### src/rtl/dbgu_pkg.sv
// Types, register offsets and status codes shared by the debug UART register block.
package dbgu_pkg;

	localparam logic [1:0] MODE_READ  = 2'd0;
	localparam logic [1:0] MODE_WRITE = 2'd1;
	localparam logic [1:0] MODE_RX    = 2'd2;

	localparam logic [8:0] OFS_CTRL   = 9'h000;
	localparam logic [8:0] OFS_MODE   = 9'h004;
	localparam logic [8:0] OFS_IEN    = 9'h008;
	localparam logic [8:0] OFS_IDIS   = 9'h00C;
	localparam logic [8:0] OFS_IMASK  = 9'h010;
	localparam logic [8:0] OFS_STATUS = 9'h014;
	localparam logic [8:0] OFS_RHOLD  = 9'h018;
	localparam logic [8:0] OFS_THOLD  = 9'h01C;
	localparam logic [8:0] OFS_BAUD   = 9'h020;
	localparam logic [8:0] OFS_CID    = 9'h040;
	localparam logic [8:0] OFS_CIDX   = 9'h044;
	localparam logic [8:0] OFS_NTRST  = 9'h048;

	localparam logic [31:0] ST_RX_READY    = 32'h0000_0001;
	localparam logic [31:0] ST_TX_READY    = 32'h0000_0002;
	localparam logic [31:0] ST_TX_EMPTY    = 32'h0000_0200;
	localparam logic [31:0] ST_TXBUF_EMPTY = 32'h0000_0800;
	localparam logic [31:0] ST_RXBUF_FULL  = 32'h0000_1000;

	localparam int CT_RX_ON  = 4;
	localparam int CT_RX_OFF = 5;
	localparam int CT_TX_ON  = 6;
	localparam int CT_TX_OFF = 7;

	localparam logic CFG_CHIP_ID     = 1'b0;
	localparam logic CFG_CHIP_ID_EXT = 1'b1;

	localparam logic [31:0] CHIP_ID_RESET = 32'h275B_0940;

	typedef struct packed {
		logic [1:0]  mode;
		logic [8:0]  address_offset;
		logic [31:0] write_data;
		logic [7:0]  rx_byte;
	} in_item_t;

	typedef struct packed {
		logic [31:0] read_data;
		logic        irq_line;
		logic        tx_valid;
		logic [7:0]  tx_byte;
		logic        rx_ready;
	} out_item_t;

endpackage

### src/rtl/dbgu_if.sv
// Valid/ready channel interfaces for request and result items.
interface dbgu_in_if;
	import dbgu_pkg::*;
	logic     valid;
	logic     ready;
	in_item_t payload;
	modport source (output valid, output payload, input ready);
	modport sink (input valid, input payload, output ready);
endinterface

interface dbgu_out_if;
	import dbgu_pkg::*;
	logic      valid;
	logic      ready;
	out_item_t payload;
	modport source (output valid, output payload, input ready);
	modport sink (input valid, input payload, output ready);
endinterface

### src/rtl/dbgu_regs.sv
// Register file and per-item decode of the debug UART.
module dbgu_regs (
	input  logic                clk,
	input  logic                arst_n,
	input  logic                cfg_we,
	input  logic                cfg_index,
	input  logic [31:0]         cfg_data,
	input  logic                step,
	input  dbgu_pkg::in_item_t  item,
	output dbgu_pkg::out_item_t result
);
	import dbgu_pkg::*;

	logic        rx_en_q, tx_en_q, rx_full_q;
	logic [31:0] mode_word_q, mask_q, ntrst_q, chip_id_q, chip_idx_q;
	logic [7:0]  rx_hold_q, tx_hold_q;
	logic [15:0] baud_q;

	logic        rx_en_d, tx_en_d, rx_full_d;
	logic [31:0] mode_word_d, mask_d, ntrst_d;
	logic [7:0]  rx_hold_d, tx_hold_d;
	logic [15:0] baud_d;
	logic [31:0] rd;
	logic        sent;
	logic [31:0] status_cur, status_nxt;

	always_comb begin
		status_cur = ST_TX_READY | ST_TX_EMPTY | ST_TXBUF_EMPTY;
		if (rx_full_q) begin
			status_cur = status_cur | ST_RX_READY | ST_RXBUF_FULL;
		end
	end

	always_comb begin
		rx_en_d     = rx_en_q;
		tx_en_d     = tx_en_q;
		rx_full_d   = rx_full_q;
		mode_word_d = mode_word_q;
		mask_d      = mask_q;
		ntrst_d     = ntrst_q;
		rx_hold_d   = rx_hold_q;
		tx_hold_d   = tx_hold_q;
		baud_d      = baud_q;
		rd          = '0;
		sent        = 1'b0;
		case (item.mode)
			MODE_READ: begin
				case (item.address_offset)
					OFS_MODE:   rd = mode_word_q;
					OFS_IMASK:  rd = mask_q;
					OFS_STATUS: rd = status_cur;
					OFS_RHOLD: begin
						rd        = {24'd0, rx_hold_q};
						rx_full_d = 1'b0;
					end
					OFS_BAUD:   rd = {16'd0, baud_q};
					OFS_CID:    rd = chip_id_q;
					OFS_CIDX:   rd = chip_idx_q;
					OFS_NTRST:  rd = ntrst_q;
					default:    rd = '0;
				endcase
			end
			MODE_WRITE: begin
				case (item.address_offset)
					OFS_CTRL: begin
						if (item.write_data[CT_RX_OFF]) begin
							rx_en_d = 1'b0;
						end else if (item.write_data[CT_RX_ON]) begin
							rx_en_d = 1'b1;
						end
						if (item.write_data[CT_TX_OFF]) begin
							tx_en_d = 1'b0;
						end else if (item.write_data[CT_TX_ON]) begin
							tx_en_d = 1'b1;
						end
					end
					OFS_MODE:  mode_word_d = item.write_data;
					OFS_IEN:   mask_d = mask_q | item.write_data;
					OFS_IDIS:  mask_d = mask_q & ~item.write_data;
					OFS_THOLD: begin
						if (tx_en_q) begin
							tx_hold_d = item.write_data[7:0];
							sent      = 1'b1;
						end
					end
					OFS_BAUD:  baud_d = item.write_data[15:0];
					OFS_NTRST: ntrst_d = item.write_data;
					default: ;
				endcase
			end
			MODE_RX: begin
				if (rx_en_q && !rx_full_q) begin
					rx_hold_d = item.rx_byte;
					rx_full_d = 1'b1;
				end
			end
			default: ;
		endcase

		status_nxt = ST_TX_READY | ST_TX_EMPTY | ST_TXBUF_EMPTY;
		if (rx_full_d) begin
			status_nxt = status_nxt | ST_RX_READY | ST_RXBUF_FULL;
		end
		result.read_data = rd;
		result.irq_line  = |(status_nxt & mask_d);
		result.tx_valid  = sent;
		result.tx_byte   = sent ? tx_hold_d : 8'd0;
		result.rx_ready  = rx_en_d && !rx_full_d;
	end

	always_ff @(posedge clk or negedge arst_n) begin
		if (!arst_n) begin
			rx_en_q     <= 1'b0;
			tx_en_q     <= 1'b0;
			rx_full_q   <= 1'b0;
			mode_word_q <= '0;
			mask_q      <= '0;
			ntrst_q     <= '0;
			rx_hold_q   <= '0;
			tx_hold_q   <= '0;
			baud_q      <= '0;
		end else if (step) begin
			rx_en_q     <= rx_en_d;
			tx_en_q     <= tx_en_d;
			rx_full_q   <= rx_full_d;
			mode_word_q <= mode_word_d;
			mask_q      <= mask_d;
			ntrst_q     <= ntrst_d;
			rx_hold_q   <= rx_hold_d;
			tx_hold_q   <= tx_hold_d;
			baud_q      <= baud_d;
		end
	end

	always_ff @(posedge clk or negedge arst_n) begin
		if (!arst_n) begin
			chip_id_q  <= CHIP_ID_RESET;
			chip_idx_q <= '0;
		end else if (cfg_we) begin
			case (cfg_index)
				CFG_CHIP_ID:     chip_id_q <= cfg_data;
				CFG_CHIP_ID_EXT: chip_idx_q <= cfg_data;
				default: ;
			endcase
		end
	end

endmodule

### src/rtl/debug_uart_register_block.sv
// Top level of the debug UART register block: input and result registers around the decode.
// One item (bus read, bus write or received byte) is taken per clock: the item is captured in
// an input register, decoded against the register state in one pass, and the result is held
// in an output register. Throughput is one item per cycle as long as results are taken; a
// stalled result holds both registers in place. The user must write chip id values through
// the configuration port only while no item is in flight; the block does not enforce this.
module debug_uart_register_block (
	input  logic        clk,
	input  logic        arst_n,
	input  logic        cfg_we,
	input  logic        cfg_index,
	input  logic [31:0] cfg_data,
	dbgu_in_if.sink     in_ch,
	dbgu_out_if.source  out_ch
);
	import dbgu_pkg::*;

	logic      valid_s1, valid_s2;
	in_item_t  item_s1;
	out_item_t result_s2;
	out_item_t result;
	logic      advance;

	assign advance     = valid_s1 && (!valid_s2 || out_ch.ready);
	assign in_ch.ready = !valid_s1 || advance;

	dbgu_regs u_regs (
		.clk       (clk),
		.arst_n    (arst_n),
		.cfg_we    (cfg_we),
		.cfg_index (cfg_index),
		.cfg_data  (cfg_data),
		.step      (advance),
		.item      (item_s1),
		.result    (result)
	);

	always_ff @(posedge clk or negedge arst_n) begin
		if (!arst_n) begin
			valid_s1 <= 1'b0;
			valid_s2 <= 1'b0;
		end else begin
			if (in_ch.ready) begin
				valid_s1 <= in_ch.valid;
			end
			if (advance) begin
				valid_s2 <= 1'b1;
			end else if (out_ch.ready) begin
				valid_s2 <= 1'b0;
			end
		end
	end

	always_ff @(posedge clk) begin
		if (in_ch.ready && in_ch.valid) begin
			item_s1 <= in_ch.payload;
		end
		if (advance) begin
			result_s2 <= result;
		end
	end

	assign out_ch.valid   = valid_s2;
	assign out_ch.payload = result_s2;

endmodule

### src/flat_wrapper.sv
// flat-port wrapper written by rule: the top's interface ports become plain ports
module debug_uart_register_block_flat import dbgu_pkg::*;
  (clk, arst_n, cfg_we, cfg_index, cfg_data, in_ch_valid, in_ch_payload, in_ch_ready, out_ch_valid, out_ch_payload, out_ch_ready);
  dbgu_in_if in_ch_i ();
  dbgu_out_if out_ch_i ();
  input  logic clk;
  input  logic arst_n;
  input  logic cfg_we;
  input  logic cfg_index;
  input  logic [31:0] cfg_data;
  input wire logic [$bits(in_ch_i.valid)-1:0] in_ch_valid;
  input wire logic [$bits(in_ch_i.payload)-1:0] in_ch_payload;
  output wire logic [$bits(in_ch_i.ready)-1:0] in_ch_ready;
  output wire logic [$bits(out_ch_i.valid)-1:0] out_ch_valid;
  output wire logic [$bits(out_ch_i.payload)-1:0] out_ch_payload;
  input wire logic [$bits(out_ch_i.ready)-1:0] out_ch_ready;
  assign in_ch_i.valid = in_ch_valid;
  assign in_ch_i.payload = in_ch_payload;
  assign in_ch_ready = in_ch_i.ready;
  assign out_ch_valid = out_ch_i.valid;
  assign out_ch_payload = out_ch_i.payload;
  assign out_ch_i.ready = out_ch_ready;
  debug_uart_register_block u_core (.clk(clk), .arst_n(arst_n), .cfg_we(cfg_we), .cfg_index(cfg_index), .cfg_data(cfg_data), .in_ch(in_ch_i), .out_ch(out_ch_i));
endmodule
### config.mk
export PLATFORM = sky130hd
export DESIGN_NAME = debug_uart_register_block_flat
export DESIGN_NICKNAME = d
export VERILOG_FILES = /design/src/rtl/dbgu_pkg.sv /design/src/rtl/dbgu_if.sv /design/src/rtl/dbgu_regs.sv /design/src/rtl/debug_uart_register_block.sv /design/src/flat_wrapper.sv
export SDC_FILE = /design/constraint.sdc
export NUM_CORES = 1
export LEC_CHECK = 0
export BUFFER_PORTS_ARGS = -buffer_cell sky130_fd_sc_hd__buf_4
export CAP_MARGIN = 10
export CELL_PAD_IN_SITES_DETAIL_PLACEMENT = 0
export CELL_PAD_IN_SITES_GLOBAL_PLACEMENT = 1
export CORE_ASPECT_RATIO = 0.9
export CORE_UTILIZATION = 29
export CTS_CLUSTER_DIAMETER = 80
export DETAILED_ROUTE_END_ITERATION = 10
export PLACE_DENSITY_LB_ADDON = 0.1
export RECOVER_POWER = 50
export SLEW_MARGIN = 10
export SYNTH_ARGS = -nofsm -noshare
export SYNTH_HDL_FRONTEND = slang
export SYNTH_SLANG_ARGS = --single-unit
### constraint.sdc
create_clock -name clk -period 3.5 [get_ports clk]
set_input_delay 0.175 -clock clk [delete_from_list [all_inputs] [get_ports clk]]
set_output_delay 0.175 -clock clk [all_outputs]
set_load 0.05 [all_outputs]
==> implementation parameters <==
Parameter                              Value

Die
  Die extent in x ... 211 um
  Die Y-Extent ... 191 um
  Core ar. ... approximately 0.039 sq mm
  Initial Utilization ... 0.296
  Die footprint ... approximately 0.04 sq mm
  Ports placed on the boundary ... around 130
  Number of placement rows ... 68

Power
  Leakage ... a little over 6 nW
  Internal power contribution ... 0.00600 W
  Part of the total power dissipated in combinational logic ... 0.077
  Switch share ... 0.235
  Clk pwr share ... 0.438
  Sequential group share of total power ... 0.485
  Worst voltage drop across the vdd grid ... 0.000293 V
  Switching pwr ... 0.00184 W
  Power density normalized to cell area ... 523 mW/mm^2

Route
  Remaining design rule violation count ... 0
  Via Count ... 7591
  Routed WL per cell ... 21.5 um
  Final antenna-violating net count ... 0
  Final Routed Wirelength ... 33.6 mm
  Initial detailed-routing violation count ... 505
  First-pass iteration count of the detailed router ... 7
  Vias/cell ... between 4 and 5

Outcome
  Result of the run ... complete, but fails checks
  Failing checks ... max-capacitance violations, max-slew violations

Worst setup path
  WP data required ... between 3 and 4 ns
  Kind of capture point of the worst setup path ... flip-flop
  Data arrival, critical path ... 3.47 ns
  CP Launch Type ... flip-flop
  Path type of the worst setup path ... reg2reg
  Critical path peak fanout ... 32

GRT
  Antenna violations before repair ... 0
  Gr ovfl total ... 0
  Via count of the first global-routing pass ... approximately 7900
  Pin count of the biggest net entering global routing ... approximately 80
  Combined global-route utilization of all metal layers ... 0.171
  Global-route wire length before repair ... 51.3 mm

Timing
  Slew HR ... -0.723
  Final-layout setup total negative slack ... 0 ns
  Final setup violation count ... 0
  Final hold viol count ... 0
  RSZ-0062 raised after global routing ... false
  Number of pins with negative max-slew slack in the final report ... 139
  Maximum clock skew at final layout ... approximately 0.0080 ns
  Transition time at the pin with the least slew margin ... approximately 2.6 ns
  Post-route clock period utilization ... 0.880
  Minimum period implied by the final worst setup slack ... 3.08 ns
  Maximum clock frequency ... between 300 and 400 MHz
  Worst hold slack ... 0.403 ns
  Final Worst Setup Slack ... 0.419 ns

Place
  Count of input and output buffers ... 133
  Area after DPL ... 0.0132 sq mm
  Post-detail-place hpwl ... 21.4 mm
  Worst slack, placed ... 0.389 ns
  Routability congestion estimate ... 0.731

Yosys
  Number of enable-type register cells in the synthesized netlist ... 94
  Synth Area per Inst ... 14.7 sq um
  Netlist Area Pre-Place ... 0.0114 sq mm
  Yosys Warn Count ... 0
  Yosys cell types ... a little under 50
  Number of synthesized register bits ... ~280
  Synthesized net count ... 866
  Most used flip-flop cell after synthesis ... sky130_fd_sc_hd__dfrtp_1
  Share of synthesized registers carrying an async set or reset ... 0.668
  Register area share after synthesis ... 0.661
  Synthesized instance count ... 777

Final layout
  Register area ... 0.00757 sq mm
  Layout cells sized above 1 ... 0.346
  Total inserted antenna cells ... 0
  Area taken by multi-input logic gates ... approximately 0.0037 sq mm
  Number of fillers in the final layout ... 3776
  Final design area excluding fillers ... about 0.015 sq mm
  Layout area overhead ... 30.9%
  Fin util ... 0.388
  Final Net Count ... about 1100

Job
  Max-Cap Viols ... 3

Clocking
  Post-cts repair resize count ... 0
  Deepest clock path buffer count ... 3
  Total number of clock tree sinks ... 283
  Later-pin clock latency in the skew report ... 0.51 ns
  TritonCTS clock tree ... built
  Reg clk slew, reported paths ... 0.06 ns
  CTS Buf Count ... 34
  CTS Root Buffer Type ... sky130_fd_sc_hd__clkbuf_16
  H-tree Lvls ... 2

Min path
  Class of the most critical hold timing path ... in2reg
flip-flops by register name, indices dropped and copies added (netlist names):
register / count
u_core.item_s1: 51
u_core.u_regs.mask_q: 32
u_core.u_regs.rx_hold_q: 8
u_core.u_regs.mode_word_q: 32
u_core.valid_s1: 1
u_core.u_regs.chip_id_q: 32
u_core.out_ch.valid: 1
u_core.u_regs.tx_en_q: 1
u_core.u_regs.chip_idx_q: 32
u_core.u_regs.ntrst_q: 32
u_core.u_regs.baud_q: 16
u_core.out_ch.payload: 43
u_core.u_regs.rx_en_q: 1
u_core.u_regs.rx_full_q: 1
per-stage QoR:
step / power [W] / cells
floorplan: 0.00411 / 777
global placement: 0.00443 / 1415
detailed placement: 0.00443 / 1415
CTS: 0.00801 / 1563
global route: 0.00817 / 1563
finish: 0.00784 / 1563
layout make-up:
| class | count | share of cell area |
|---|---|---|
| sequential | 283 | 0.505 |
| clock buffer | 52 | 0.0654 |
| inverter | 4 | 0.00100 |
| tap | 525 | 0.0438 |
| clock inverter | 9 | 0.00634 |
| timing repair buffer | 247 | 0.131 |
| multi-input combinational | 443 | 0.248 |
cells in the final DEF (no fill, tap or decap), types with 4 or more instances in the layout:
| cell type | n |
|---|---|
| sky130_fd_sc_hd__and2_1 | 8 |
| sky130_fd_sc_hd__buf_4 | 66 |
| sky130_fd_sc_hd__dfstp_2 | 12 |
| sky130_fd_sc_hd__nand2_1 | 25 |
| sky130_fd_sc_hd__a31oi_1 | 14 |
| sky130_fd_sc_hd__nor2b_1 | 4 |
| sky130_fd_sc_hd__mux2_2 | 151 |
| sky130_fd_sc_hd__nor3_1 | 4 |
| sky130_fd_sc_hd__nand3_1 | 6 |
| sky130_fd_sc_hd__clkbuf_4 | 48 |
| sky130_fd_sc_hd__nor2_1 | 12 |
| sky130_fd_sc_hd__nand2b_1 | 7 |
| sky130_fd_sc_hd__a222oi_1 | 15 |
| sky130_fd_sc_hd__a31oi_2 | 10 |
| sky130_fd_sc_hd__clkbuf_8 | 4 |
| sky130_fd_sc_hd__buf_12 | 4 |
| sky130_fd_sc_hd__clkbuf_16 | 35 |
| sky130_fd_sc_hd__a21oi_1 | 73 |
| sky130_fd_sc_hd__a22o_1 | 8 |
| sky130_fd_sc_hd__dlygate4sd3_1 | 87 |
| sky130_fd_sc_hd__edfxtp_1 | 94 |
| sky130_fd_sc_hd__clkbuf_1 | 54 |
| sky130_fd_sc_hd__a22oi_1 | 56 |
| sky130_fd_sc_hd__dfrtp_1 | 177 |
metal layers:
metal,vias up,routed length (um),track usage,part of all wire
li1,3467,-,-,-
met1,3928,16100,0.245,0.48
met2,154,15700,0.273,0.47
met3,42,1240,0.0267,0.037
met4,0,470,0.0348,0.014
met5,-,0,0,0
path summary, 6_finish.rpt:
path,endpoint,slack (ns),startpoint,cells past startpoint
setup / recovery,u_core.out_ch.payload[24]$_SDFFCE_PP0P_,0.42,u_core.item_s1[43]$_DFFE_PP_,6
hold / removal,u_core.item_s1[16]$_DFFE_PP_,0.40,in_ch_payload[16],2
setup reg to reg,u_core.out_ch.payload[24]$_SDFFCE_PP0P_,0.42,u_core.item_s1[43]$_DFFE_PP_,6
hold reg to reg,u_core.u_regs.rx_hold_q[0]$_DFFE_PN0P_,0.47,u_core.item_s1[0]$_DFFE_PP_,1
max in group asynchronous,u_core.u_regs.ntrst_q[19]$_DFFE_PN0P_,1.20,arst_n,3
min in group asynchronous,u_core.u_regs.chip_id_q[12]$_DFFE_PN0P_,0.79,arst_n,2
timing repair:
item | in CTS | in global routing
endpoints found under the hold margin | 180 | 0
hold buffers | 87 | 0
buffers inserted | 0 | 0
power groups by stage:
stage	registers, W	logic, W	clock network (W)
6_report	0.00380	0.000607	0.00343
5_1_grt	0.00383	0.000660	0.00369
4_1_cts	0.00381	0.000649	0.00355
3_5_place_dp	0.00387	0.000569	0
3_3_place_gp	0.00387	0.000563	0
2_1_floorplan	0.00390	0.000203	0
cell families (layout without fill, tap and decap cells):
family	Yosys count	count (layout)	share of synthesized area
compound gates	189	189	0.115
buf+inv	51	312	0.0207
flops	283	283	0.661
mux	154	154	0.151
simple gates	100	100	0.0518
critical path: stages (launching register included):
cell and delay (ns):
sky130_fd_sc_hd__edfxtp_1 0.57, sky130_fd_sc_hd__or4b_2 0.81, sky130_fd_sc_hd__nor3_4 0.20, sky130_fd_sc_hd__buf_4 0.25
sky130_fd_sc_hd__nor4_1 0.09, sky130_fd_sc_hd__a211o_2 0.66, sky130_fd_sc_hd__o21ba_2 0.38
synthesized netlist by cell type, types with 7 or more instances:
| library cell | number | area share |
|---|---|---|
| sky130_fd_sc_hd__dfstp_2 | 12 | 0.028 |
| sky130_fd_sc_hd__a31oi_2 | 10 | 0.011 |
| sky130_fd_sc_hd__a222oi_1 | 15 | 0.013 |
| sky130_fd_sc_hd__a22oi_1 | 56 | 0.037 |
| sky130_fd_sc_hd__nor2_1 | 13 | 0.0043 |
| sky130_fd_sc_hd__nand2b_1 | 7 | 0.0038 |
| sky130_fd_sc_hd__mux2_2 | 151 | 0.15 |
| sky130_fd_sc_hd__buf_2 | 11 | 0.0048 |
| sky130_fd_sc_hd__edfxtp_1 | 94 | 0.25 |
| sky130_fd_sc_hd__buf_1 | 8 | 0.0026 |
| sky130_fd_sc_hd__nand2_1 | 25 | 0.0082 |
| sky130_fd_sc_hd__a22o_1 | 8 | 0.0061 |
| sky130_fd_sc_hd__a31oi_1 | 14 | 0.0076 |
| sky130_fd_sc_hd__a21oi_1 | 73 | 0.032 |
| sky130_fd_sc_hd__and2_1 | 9 | 0.0049 |
| sky130_fd_sc_hd__clkbuf_1 | 23 | 0.0075 |
| sky130_fd_sc_hd__dfrtp_1 | 177 | 0.39 |
Power figures use the tool's default switching activity.
